$ cat config.mk
export PLATFORM = sky130hd
export DESIGN_NAME = base4k_stream_decoder
export DESIGN_NICKNAME = d
export VERILOG_FILES = /design/src/rtl/b4k_pkg.sv /design/src/rtl/b4k_front.sv /design/src/rtl/b4k_queue.sv /design/src/rtl/b4k_back.sv /design/src/rtl/base4k_stream_decoder.sv
export SDC_FILE = /design/constraint.sdc
export NUM_CORES = 1
export LEC_CHECK = 0
export ABC_AREA = 1
export BUFFER_PORTS_ARGS = -buffer_cell sky130_fd_sc_hd__buf_2
export CAP_MARGIN = 10
export CORE_ASPECT_RATIO = 0.7
export CORE_MARGIN = 4
export CORE_UTILIZATION = 59
export DETAILED_ROUTE_END_ITERATION = 6
export PLACE_DENSITY = 0.74
export SLEW_MARGIN = 25
export SYNTH_ARGS = -nofsm -noshare
export SYNTH_HDL_FRONTEND = slang
export SYNTH_SLANG_ARGS = --single-unit
$ cat constraint.sdc
create_clock -name clk -period 3.8 [get_ports clk]
set_clock_uncertainty 0.2 [all_clocks]
set_input_delay 0.76 -clock clk [delete_from_list [all_inputs] [get_ports clk]]
set_output_delay 0.76 -clock clk [all_outputs]
set_load 0.05 [all_outputs]
$ cat src/rtl/b4k_pkg.sv
// Shared types and constants for the base4k stream decoder.
// Used by the front, queue, back and top-level modules; depends on nothing.
package b4k_pkg;

  localparam logic [15:0] DATA_START = 16'h5000;
  localparam logic [15:0] DATA_END   = 16'hA000;
  localparam logic [7:0]  FLAG_HIGH  = 8'h40;

  // One decoded unit as handed from the front to the back.
  typedef struct packed {
    logic [7:0] byte0;
    logic [7:0] byte1;
    logic       two;
    logic       byte_valid;
    logic       message_end;
    logic       decode_error;
  } b4k_entry_t;

endpackage

$ cat src/rtl/b4k_front.sv
// Front end: classifies each code unit, keeps the message state and builds a queue entry.
// Depends on b4k_pkg.
module b4k_front (
  input  logic              clk,
  input  logic              rst_n,
  input  logic              accept,
  input  logic [15:0]       code_unit,
  input  logic              last_unit,
  output logic              push,
  output b4k_pkg::b4k_entry_t entry
);

  logic       odd_r, odd_nxt;
  logic [3:0] held_r, held_nxt;
  logic       failed_r, failed_nxt;
  logic       is_data, is_flag, bad;
  logic [15:0] v_data;

  assign is_data = (code_unit >= b4k_pkg::DATA_START) && (code_unit < b4k_pkg::DATA_END);
  assign is_flag = (code_unit[15:8] == b4k_pkg::FLAG_HIGH);
  assign bad     = !is_data && !(is_flag && last_unit);
  assign v_data  = code_unit - b4k_pkg::DATA_START;

  always_comb begin
    push       = 1'b0;
    entry      = '0;
    odd_nxt    = odd_r;
    held_nxt   = held_r;
    failed_nxt = failed_r;
    if (failed_r) begin
      push               = last_unit;
      entry.message_end  = 1'b1;
      entry.decode_error = 1'b1;
    end else if (bad) begin
      push               = 1'b1;
      entry.message_end  = last_unit;
      entry.decode_error = 1'b1;
      failed_nxt         = 1'b1;
    end else if (is_data) begin
      push             = 1'b1;
      entry.byte_valid = 1'b1;
      entry.message_end = last_unit;
      held_nxt         = v_data[3:0];
      odd_nxt          = !odd_r;
      if (!odd_r) begin
        entry.byte0 = v_data[11:4];
      end else begin
        entry.byte0 = {held_r, v_data[11:8]};
        entry.byte1 = v_data[7:0];
        entry.two   = 1'b1;
      end
    end else begin
      push              = 1'b1;
      entry.byte_valid  = 1'b1;
      entry.message_end = 1'b1;
      entry.byte0       = odd_r ? {held_r, code_unit[3:0]} : code_unit[7:0];
    end
    if (last_unit) begin
      odd_nxt    = 1'b0;
      held_nxt   = '0;
      failed_nxt = 1'b0;
    end
    push = push && accept;
  end

  always_ff @(posedge clk) begin
    if (!rst_n) begin
      odd_r    <= 1'b0;
      held_r   <= '0;
      failed_r <= 1'b0;
    end else if (accept) begin
      odd_r    <= odd_nxt;
      held_r   <= held_nxt;
      failed_r <= failed_nxt;
    end
  end

endmodule

$ cat src/rtl/b4k_queue.sv
// Small register queue that carries decoded entries from the front to the back.
// Depends on b4k_pkg.
module b4k_queue #(
  parameter int DEPTH = 4
) (
  input  logic                clk,
  input  logic                rst_n,
  input  logic                push,
  input  b4k_pkg::b4k_entry_t push_entry,
  input  logic                pop,
  output b4k_pkg::b4k_entry_t head,
  output logic                empty,
  output logic                full
);

  localparam int PW = (DEPTH > 1) ? $clog2(DEPTH) : 1;
  localparam int CW = $clog2(DEPTH + 1);
  localparam logic [PW-1:0] LAST_PTR = PW'(DEPTH - 1);
  localparam logic [CW-1:0] FULL_CNT = CW'(DEPTH);

  b4k_pkg::b4k_entry_t mem_r [DEPTH];
  logic [PW-1:0] wr_r, wr_nxt, rd_r, rd_nxt;
  logic [CW-1:0] cnt_r, cnt_nxt;
  logic do_push, do_pop;

  assign empty   = (cnt_r == '0);
  assign full    = (cnt_r == FULL_CNT);
  assign do_push = push && !full;
  assign do_pop  = pop && !empty;
  assign head    = mem_r[rd_r];

  always_comb begin
    wr_nxt  = do_push ? ((wr_r == LAST_PTR) ? '0 : wr_r + PW'(1)) : wr_r;
    rd_nxt  = do_pop  ? ((rd_r == LAST_PTR) ? '0 : rd_r + PW'(1)) : rd_r;
    cnt_nxt = cnt_r + CW'(do_push) - CW'(do_pop);
  end

  always_ff @(posedge clk) begin
    if (do_push) begin
      mem_r[wr_r] <= push_entry;
    end
  end

  always_ff @(posedge clk) begin
    if (!rst_n) begin
      wr_r  <= '0;
      rd_r  <= '0;
      cnt_r <= '0;
    end else begin
      wr_r  <= wr_nxt;
      rd_r  <= rd_nxt;
      cnt_r <= cnt_nxt;
    end
  end

endmodule

$ cat src/rtl/b4k_back.sv
// Back end: turns queue entries into one or two result beats held in an output register.
// Depends on b4k_pkg.
module b4k_back (
  input  logic                clk,
  input  logic                rst_n,
  input  b4k_pkg::b4k_entry_t head,
  input  logic                empty,
  output logic                pop,
  output logic                out_tvalid,
  input  logic                out_tready,
  output logic [7:0]          out_tdata,
  output logic                out_tlast,
  output logic [2:0]          out_tuser
);

  logic       valid_r, valid_nxt;
  logic       second_r, second_nxt;
  logic [7:0] byte_r, byte_nxt;
  logic       last_r, last_nxt;
  logic [2:0] user_r, user_nxt;
  logic       load, first_of_two;

  assign load         = !valid_r || out_tready;
  assign first_of_two = head.two && !second_r;

  always_comb begin
    valid_nxt  = valid_r;
    second_nxt = second_r;
    byte_nxt   = byte_r;
    last_nxt   = last_r;
    user_nxt   = user_r;
    pop        = 1'b0;
    if (load) begin
      valid_nxt = !empty;
      if (!empty) begin
        byte_nxt = second_r ? head.byte1 : head.byte0;
        if (first_of_two) begin
          last_nxt   = 1'b0;
          user_nxt   = {head.decode_error, 1'b0, head.byte_valid};
          second_nxt = 1'b1;
        end else begin
          last_nxt   = head.message_end;
          user_nxt   = {head.decode_error, 1'b1, head.byte_valid};
          second_nxt = 1'b0;
          pop        = 1'b1;
        end
      end
    end
  end

  always_ff @(posedge clk) begin
    if (!rst_n) begin
      valid_r  <= 1'b0;
      second_r <= 1'b0;
    end else begin
      valid_r  <= valid_nxt;
      second_r <= second_nxt;
    end
  end

  always_ff @(posedge clk) begin
    byte_r <= byte_nxt;
    last_r <= last_nxt;
    user_r <= user_nxt;
  end

  assign out_tvalid = valid_r;
  assign out_tdata  = byte_r;
  assign out_tlast  = last_r;
  assign out_tuser  = user_r;

endmodule

$ cat src/rtl/base4k_stream_decoder.sv
// Top level of the base4k stream decoder: front end, entry queue and back end.
// Depends on b4k_pkg, b4k_front, b4k_queue and b4k_back.
//
// Each 16-bit code unit beat is classified in the cycle it is accepted and
// yields zero, one or two result beats, which the back end sends from its
// output register, one per cycle while out_tready is high. An odd-position
// data unit therefore yields two result beats and every other unit at most
// one, so the output channel is the limit. Input is taken every cycle while
// the entry queue (QUEUE_DEPTH entries) has room.
module base4k_stream_decoder #(
  parameter int QUEUE_DEPTH = 4
) (
  input  logic        clk,
  input  logic        rst_n,
  input  logic        in_tvalid,
  output logic        in_tready,
  input  logic [15:0] in_tdata,   // code_unit
  input  logic        in_tlast,   // last_unit
  output logic        out_tvalid,
  input  logic        out_tready,
  output logic [7:0]  out_tdata,  // out_byte
  output logic        out_tlast,  // message_end
  output logic [2:0]  out_tuser   // byte_valid, run_last, decode_error
);

  b4k_pkg::b4k_entry_t push_entry, head;
  logic push, pop, empty, full, accept;

  assign in_tready = !full;
  assign accept    = in_tvalid && !full;

  b4k_front u_front (
    .clk       (clk),
    .rst_n     (rst_n),
    .accept    (accept),
    .code_unit (in_tdata),
    .last_unit (in_tlast),
    .push      (push),
    .entry     (push_entry)
  );

  b4k_queue #(
    .DEPTH (QUEUE_DEPTH)
  ) u_queue (
    .clk        (clk),
    .rst_n      (rst_n),
    .push       (push),
    .push_entry (push_entry),
    .pop        (pop),
    .head       (head),
    .empty      (empty),
    .full       (full)
  );

  b4k_back u_back (
    .clk        (clk),
    .rst_n      (rst_n),
    .head       (head),
    .empty      (empty),
    .pop        (pop),
    .out_tvalid (out_tvalid),
    .out_tready (out_tready),
    .out_tdata  (out_tdata),
    .out_tlast  (out_tlast),
    .out_tuser  (out_tuser)
  );

endmodule

---- Yosys cells after proc, flatten, opt, wreduce, memory -nomap -nowiden ----
Memories as Yosys holds them, arrays and structs flattened. A register that Yosys moved wholly into a read port is not among the register bits.
Index checks and enable logic that the tools add are counted.
word-level totals
  register bits after elaboration ......... 27
  RAM bits ................................ 80
  input port bits ......................... 21
  output and inout port bits .............. 14
  logic and storage cells ................. 80
  memories ................................ 1
memory list
  memory         words  width  read ports  clocked after memory_dff  wr ports  RTL line         text
  u_queue.mem_r  4      20     1           1                         1         b4k_queue.sv:21  b4k_pkg::b4k_entry_t mem_r [DEPTH];
cells by class
  add/sub/neg operators ................... 5
  order comparisons ....................... 2
  equality and inequality tests ........... 6
  mux-type cells .......................... 34
  bitwise gates (word level) .............. 1
  reductions and logical operators ........ 20
operators with widths
  operator                                               count
  2-to-1 mux 18 bit                                      2
  2-to-1 mux 8 bit                                       4
  2-to-1 mux 9 bit                                       2
  >= comparator 16 x 15 -> 1 bit, second input constant  1
  < comparator 16 bit, second input constant             1
  2-to-1 mux 1 bit                                       16
  2-to-1 mux 4 bit                                       4
  2-to-1 mux 2 bit                                       6
  subtractor 12 x 1 -> 12 bit, second input constant     1
  equality test 8 x 7 -> 1 bit, second input constant    1
  logical AND 1 bit                                      8
  logical NOT 1 bit                                      7
  adder 2 x 1 -> 2 bit, second input constant            2
  equality test 2 bit, second input constant             2
  inequality test 2 bit, second input constant           2
  AND reduction 4 bit                                    1
  adder 3 x 1 -> 3 bit                                   1
  equality test 3 bit, second input constant             1
  logical NOT 3 bit                                      1
  subtractor 3 x 1 -> 3 bit                              1
  AND reduction 2 bit                                    1
  nonzero test 2 bit                                     1
  logical OR 1 bit                                       1
  NOT 1 bit                                              1

---- Longest topological paths before layout ----
Gate-level depths: netlist (run 1).
  depth after elaboration ................. 8
  mapped depth ............................ 14

---- By module ----
From an unflattened synthesis (run 1), not the netlist that was laid out.
second synthesis, totals
  cells, all modules ...................... 466
  area total of the unflattened synthesis .. 4,768.3 sq um
modules (own cells, without submodules)
  module                 instances  cells each  area each (sq um)
  b4k_queue              1          265         3,443.3
  b4k_front              1          145         721.9
  b4k_back               1          53          589.3
  base4k_stream_decoder  1          3           13.8

---- Worst setup path before layout (run 1) ----
No wires, ideal clock.
  path type ............................... input to register
  start point ............................. input out_tready
  end point ............................... register u_queue.cnt_r[1]
  arrival ................................. 2,662 ps
  required time ........................... 3,491 ps
  setup slack ............................. 829 ps
  cell stages on the path ................. 10
  path buffers ............................ 0
  cells stage by stage .................... nor2_1 > nor2_1 > nand2_1 > inv_1 > ha_1 > inv_1 > ha_1 > fa_1 > nand2_1 > inv_1
between the ends
  longest elaborated chain between the ends .. 4
ends and longest elaborated chain
  element                       RTL line                     text
  start: declaration            base4k_stream_decoder.sv:20  input logic out_tready,
  logical OR 1 bit              b4k_back.sv:23               assign load = !valid_r || out_tready;
  2-to-1 mux 1 bit              b4k_back.sv:33               if (load) begin
  logical AND 1 bit             b4k_queue.sv:29              assign do_pop = pop && !empty;
  subtractor 3 x 1 -> 3 bit     b4k_queue.sv:35              cnt_nxt = cnt_r + CW'(do_push) - CW'(do_pop);
  named net u_queue.cnt_nxt[1]  b4k_queue.sv:23              logic [CW-1:0] cnt_r, cnt_nxt;
  end signal: assignment        b4k_queue.sv:52              cnt_r <= cnt_nxt;
  end: declaration              b4k_queue.sv:23
The timed path passes the listed nets, and every way through them passes these cells.
A chain may end at the register's enable or synchronous reset.

==> results.md, run 1 <==
STA:
- The maximum clock frequency is 367 MHz.
- The setup total negative slack is 0 ps.
- Setup repair after global routing left no endpoint under its margin.
- The number of endpoints with negative hold slack in the final report is 0.
- The number of setup violations in the final report is 0.
- After layout, the worst path uses 71.7% of the clock period.
- At the pin with the least slew margin, the transition time is 610 ps.
- After layout, the minimum clock period comes to 2730 ps.
- The worst hold-check slack is 293 ps.
- Measured against its own limit, the worst slew margin works out to 59.3%.
- The number of slew-limit violations in the final report is 0.

Floorplan:
- The top-level port count is 35.
- The floorplan row count is 26.
- From left edge to right edge, the die measures 114 µm.
- The height of the die is 82.3 µm.
- The starting utilization of the core area is 62.1%.
- The full die area is 9380 µm².
- The floorplan core area is 7480 µm².

Setup path:
- The critical path is of the reg -> reg type.
- Across all register-to-register paths, the minimum setup slack is 1070 ps.
- The type of element launching the critical path is a flip-flop.
- The arrival time at the worst endpoint is 2810 ps.
- The worst setup path is captured at a flip-flop.
- The worst register-to-register path has a depth of 14.
- The most critical setup path has its endpoint at u_queue.cnt_r[2].
- The endpoint identified for the worst register-to-register timing path is u_queue.cnt_r[2].
- The required time of the critical path is 3880 ps.
- Of all nets on the critical path, the largest fanout is 21.

Final layout:
- In the layout the commonest cells are edfxtp_1 (92), nand2_1 (77), nor2_1 (69), o21ai_0 (43), inv_1 (37).
- The count of inserted antenna diode cells is 0.
- Registers take 3100 µm².
- Leaving out fill and tap cells, the most frequent cell in the layout is edfxtp_1.
- The layout net count is 496.
- Cells fill 69.1% of the core in the end.
- The multi-input combinational cells in the finished layout cover a total of 1250 µm².
- The number of filler cells placed in the layout is 564.
- The area growth from synthesis to layout is 11.2%.
- The finished layout cell area is 5170 µm².
- The fraction of final layout cells sized beyond drive strength 1 is 15.5%.

Synthesis:
- Yosys mapped a number of flops with a built-in enable equal to 92.
- For this run, the leading register cell type out of synthesis is edfxtp_1.
- After synthesis, the share of flip-flops with an asynchronous set or reset is 0%.
- The number of nets in the synthesized netlist is 461.
- The number of standard cells after synthesis is 432.
- In this run, distinct cell masters in the synthesized netlist total 28.
- The flip-flop and latch count after synthesis is 109.
- The post-synthesis instance area is 4650 µm².
- A synthesized cell averages 10.8 µm².
- The number of warnings issued by yosys is 0.
- The sequential area share after synthesis is 66.8%.

Route:
- The length of routed met3 wiring is 670 µm.
- The final layout contains routed wiring with a total length of 9770 µm.
- The met2 routed wirelength is 4530 µm.
- In the final routed layout, each cell accounts on average for 17.1 µm.
- The violation count after the first detailed-route iteration is 292.
- The number of vias per cell after detailed routing is 5.62.
- The detailed router used layers up to and including met4.
- The detailed-routing iteration count for the pre-antenna-repair pass is 5.
- The final antenna-violating net count is 0.
- After detailed routing, the number of remaining DRC violations is 0.
- The final route contains 3,205 vias.
- The total routed wire length on the met1 layer is 4420 µm.

Clock tree:
- Post-CTS repair changed the size of 0 cells.
- The root cell of the clock tree is clkbuf_16.
- The clock slew seen by the registers of the worst setup and hold paths is 70 ps.
- At the later pin of the worst-skew pair, clock insertion delay measures 350 ps.
- The clock tree from TritonCTS is yes.
- The maximum clock insertion buffer count is 2.
- The number of sinks driven by the clock tree is 109.
- The H-tree level count is 3.
- The clock buffer count from CTS is 9.
- In this run the post-CTS setup repair buffer count came out at 0.
- The number of hold buffers added after cts is 0.

Pwr:
- The power per unit of standard cell area is 719 nW/µm².
- The worst-case vdd ir drop is 387 µV.
- For this design the static power due to leakage is 0.00209 µW.

GRT:
- The largest net degree at the start of global routing is 41.
- The via count of the first global-routing pass is 2,949.
- Global routing finished with a remaining overflow of 0.
- The initial antenna violation count came to 0.
- The first global-routing pass estimated 15,200 µm of wire.
- Across every metal layer, demand over resource in global routing totals 22.0%.

Min path:
- The launch instance of the worst min-delay path is u_front.held_r[3].
- The class of the most critical hold timing path is reg -> reg.

Job:
- Max-cap violations in this run came to 0.

Placement:
- The global placer's final weighted congestion is 0.812.
- In this run the cell area measured after placement is 4880 µm².
- The wire-length estimate of the detail-placed layout is 6190 µm.
- In this run the tool buffered the top-level ports with 34 buffer cells.

Status:
- The flow ran to the end, and the final reports show no timing, DRC or antenna violations.
## layout make-up
type	count	share of cell area (%)
clock buffers	11	4.70
clock inverters	5	0.847
inverters	47	3.46
multi-input cells	259	24.3
flip-flops and latches	109	60.0
well taps	98	2.37
repair buffers	41	4.31
## metal layers
| layer | global-route usage [%] | vias up |
|---|---|---|
| li1 | - | 1537 |
| met1 | 30.2 | 1527 |
| met2 | 35.2 | 122 |
| met3 | 6.34 | 19 |
| met4 | 5.46 | 0 |
| met5 | 0 | - |
## synth_stat cells (2+ instances only)
cell type,count,area (µm²)
a21oi_1,16,80.1
buf_2,8,40.0
buf_4,4,30.0
buf_6,3,33.8
clkbuf_1,2,7.51
dfxtp_1,17,340
edfxtp_1,92,2760
ha_1,7,87.6
inv_1,37,139
inv_2,8,30.0
nand2_1,77,289
nand2_2,3,18.8
nand3_1,10,50.1
nand3_2,2,20.0
nor2_1,69,259
o21ai_0,43,215
o21ai_1,5,25.0
o22ai_1,19,119
## critical path: stages (launching register included)
cell and delay (ps):
dfxtp_1 300, buf_4 200, inv_2 280, nand3_1 120, nand2_1 80, nand2_1 110
nand2_1 170, inv_1 80, ha_1 270, inv_1 40, ha_1 180, fa_1 360
inv_1 70, o21ai_0 80, a21oi_1 110
## cells by family (layout without fill, tap and decap cells)
kind of cell	after synthesis	in the layout	share of synthesized area, %
AOI/OAI and AO/OA	85	85	10.1
adders and majority gates	8	8	2.32
and+or+nand+nor	165	165	14.4
DFF	109	109	66.8
xor gates and xnor gates	1	1	0.189
buffers and inverters	64	104	6.25
## power breakdown
group          internal (µW)  leakage, µW  total [µW]  switching [µW]
registers               1560      0.00100        1650            83.4
clock network            471     0.000141         883             413
logic                    300     0.000945        1180             884
## through the flow
step           power [µW]  instances  setup slack, ps
3_5_place_dp         2850        554             1090
3_3_place_gp         2810        554             1170
5_1_grt              3910        570              848
6_report             3720        570             1070
4_1_cts              3730        570             1060
2_1_floorplan        2550        432              829
## sequential cells by signal, summed over array words and instances, names as in the netlist, named ones only
name,count
u_back.out_tdata,8
u_back.out_tlast,1
u_back.out_tuser,3
u_back.out_tvalid,1
u_back.second_r,1
u_front.failed_r,1
u_front.held_r,4
u_front.odd_r,1
u_queue.cnt_r,3
u_queue.mem_r,80
u_queue.rd_r,2
u_queue.wr_r,2
## how the worst min path moves through the flow
stage                   endpoint  depth (start not counted)
6_report       u_front.held_r[3]                          2
5_1_grt        u_front.held_r[0]                          2
4_1_cts        u_front.held_r[3]                          2
3_5_place_dp   u_front.held_r[3]                          2
3_3_place_gp   u_front.held_r[2]                          2
2_1_floorplan  u_front.held_r[0]                          2
No activity file was read; power rests on OpenSTA's default activity.
==> run 2: changes to the inputs <==
CORE_UTILIZATION = 54   (was 59)
PLACE_DENSITY = 0.72   (was 0.74)
clock period = 2.5 ns   (was 3.8 ns; I/O delays follow)
==> results.md, run 2 (synthesis results as in run 1) <==
Floorplan:
- The floorplan has 28 rows.
- In this run the count of I/O pins placed on the die edge is 35.
- The height of the die is 85.6 µm.
- The full die area is 10,200 µm².
- For this configuration, the core starts out at a cell density of 55.3%.
- The die span in x is 119 µm.
- The floorplan core area is 8410 µm².

Final layout:
- The final design utilization is 62.1%.
- The layout net count is 502.
- Leaving out fill and tap cells, the most frequent cell in the layout is edfxtp_1.
- The post-route netlist has 17.2% of its cells at a drive strength greater than 1.
- The top cell types in the final layout, fill and taps aside, are edfxtp_1 (92), nand2_1 (77), nor2_1 (68), o21ai_0 (43), inv_1 (37).
- The register ranked first by flip-flop count is u_queue.mem_r.
- The number of filler cells placed in the layout is 663.
- The combined area of the multi-input logic cells is 1260 µm².
- The flip-flop and latch area is 3110 µm².
- The number of antenna diodes in the final layout is 0.
- The register with the most flip-flops in the layout has 80 of them.
- The area growth from synthesis to layout is 12.3%.

GRT:
- The met1 track utilization from global routing is 27.3%.
- In the global route stage, met3 resource usage came out at 5.01%.
- The overall overflow remaining after global route is 0.
- Global routing consumed, over all layers together, 19.8% of the routing resources.
- The initial antenna violation count is 0.
- Entering global routing, the biggest net connects 39 pins.
- The wire length of the first global-routing pass is 15,200 µm.
- The via count of the first global-routing pass was 2,973.
- In the global route stage, met2 resource usage came out at 31.0%.
- The global routing stage identified its most utilized layer as met2.

Route:
- The remaining design rule violation count is 0.
- Summed over all layers, the routed wires come to 9630 µm.
- Using the TritonRoute via totals, the vias-per-cell ratio works out to 5.42.
- The first detailed-routing pass took 5 iterations.
- The final antenna-violating net count is 0.
- In this run, the number of DRC markers left after iteration 0 of detailed routing was 265.
- For this block, the via count after detailed routing is 3,159.
- The wire length per cell is 16.5 µm.

STA:
- The worst path uses 92.2% of the clock period.
- In this run the tightest slew margin relative to its limit is 70.9%.
- The shortest clock period the worst path allows after layout is 2300 ps.
- Setup violations remaining at the end of the flow were counted as 0.
- Setup repair after global routing left no endpoint under its margin.
- The number of slew-limit violations in the final report is 0.
- The worst hold-check slack is 301 ps.
- The number of endpoints with negative hold slack in the final report is 0.
- For the pin with the worst max-slew slack, the measured transition is 437 ps.
- The maximum clock frequency is 434 MHz.
- Setup slack on the critical path of the routed design comes to 195 ps.
- The setup total negative slack is 0 ps.

Min path:
- The launch instance of the worst min-delay path is u_front.held_r[3].
- The path class of the tightest hold or removal check is reg -> reg.

Setup path:
- Of all nets on the critical path, the largest fanout is 5.
- STA classifies the critical path endpoint as a flip-flop.
- The critical path in this run is classified as reg -> reg.
- At the worst endpoint, the required time is 2580 ps.
- The worst setup path is launched from a flip-flop.
- The arrival time at the worst endpoint is 2390 ps.
- The internal reg-to-reg setup slack is 200 ps.

Status:
- The flow ran to the end, and the final reports show no timing, DRC or antenna violations.

Placement:
- The sum of net half-perimeters after detailed placement is 6100 µm.
- The post-placement worst setup slack is 86.7 ps.
- The count of buffers added on input and output ports is 34.
- Routability-driven placement finished with a final weighted congestion of 0.805.

Clock tree:
- Clock-pin slew was measured on the worst setup and hold paths at 70 ps.
- TritonCTS built the clock tree.
- The tree is rooted in a clkbuf_16.
- The tree built by TritonCTS fans out to 109 sinks.
- The source-to-sink clock delay at the later pin of the worst-skew pair is 340 ps.
- The maximum clock insertion buffer count is 2.
- The clock buffer count from CTS is 9.
- The number of hold buffers added after cts is 0.
- After clock tree synthesis, the setup repair step added 0 buffers.
- The clock tree synthesis step divided the H-tree into 3 levels.
- The post-cts gate resize count is 0.

Pwr:
- For this design the ratio of total power to cell area is 1090 nW/µm².
- The analysis attributes to cell leakage a power of 0.00211 µW.
- The worst-case vdd ir drop is 541 µV.

Job:
- The tool flagged a number of max-cap violations equal to 0.
[run 2: cell types whose count changed in the layout (fill, tap and decap cells not counted)]
cell	before	now
buf_4	7	13
clkbuf_1	1	0
clkbuf_8	1	0
clkinv_2	0	1
clkinv_4	3	2
clkinvlp_4	0	2
clkinv_1	1	2
nor2_4	0	1
dfxtp_2	0	2
dfxtp_1	17	15
inv_6	2	1
nor2_1	69	68
[run 2: report_power, final]
| group | internal [µW] | total [µW] | switching [µW] |
|---|---|---|---|
| logic | 507 | 1870 | 1360 |
| clock network | 677 | 1310 | 628 |
| registers | 2380 | 2490 | 108 |
[run 2: critical path, stage by stage (launching register included)]
cell	delay, ps
dfxtp_2	370
inv_2	50
nand2_1	60
nand3_1	70
nand2_1	60
nand2_1	110
nand2_1	120
inv_1	60
ha_1	270
inv_1	40
ha_1	180
fa_1	360
inv_1	80
o21ai_0	90
a21oi_1	120
[run 2: metal layers]
layer / routed length, µm / up-vias / part of all wire (%)
met5: 0 / - / 0
met4: 160 / 0 / 1.7
met3: 580 / 15 / 6.0
met2: 4420 / 95 / 46
met1: 4480 / 1503 / 46
li1: - / 1546 / -
[run 2: final cells by class]
cell class | count | area share (%)
Tap cell | 105 | 2.52
Clock buffer | 9 | 4.31
Timing Repair Buffer | 47 | 5.13
Clock inverter | 7 | 0.959
Inverter | 47 | 3.43
Sequential cell | 109 | 59.5
Multi-Input combinational cell | 259 | 24.2
[run 2: path summary, 6_finish.rpt]
check                       to  depth (start not counted)
min reg2reg  u_front.held_r[3]                          2
max           u_queue.cnt_r[2]                         14
min          u_front.held_r[3]                          2
max reg2reg   u_queue.cnt_r[2]                         14
[run 2: metrics by stage]
| stage | area (µm²) | total power, µW | instances |
|---|---|---|---|
| after floorplan | 4660 | 3890 | 432 |
| after global placement | 4940 | 4340 | 567 |
| after detailed placement | 4940 | 4400 | 567 |
| after CTS | 5220 | 5700 | 583 |
| after global routing | 5220 | 5990 | 583 |
| final | 5220 | 5670 | 583 |
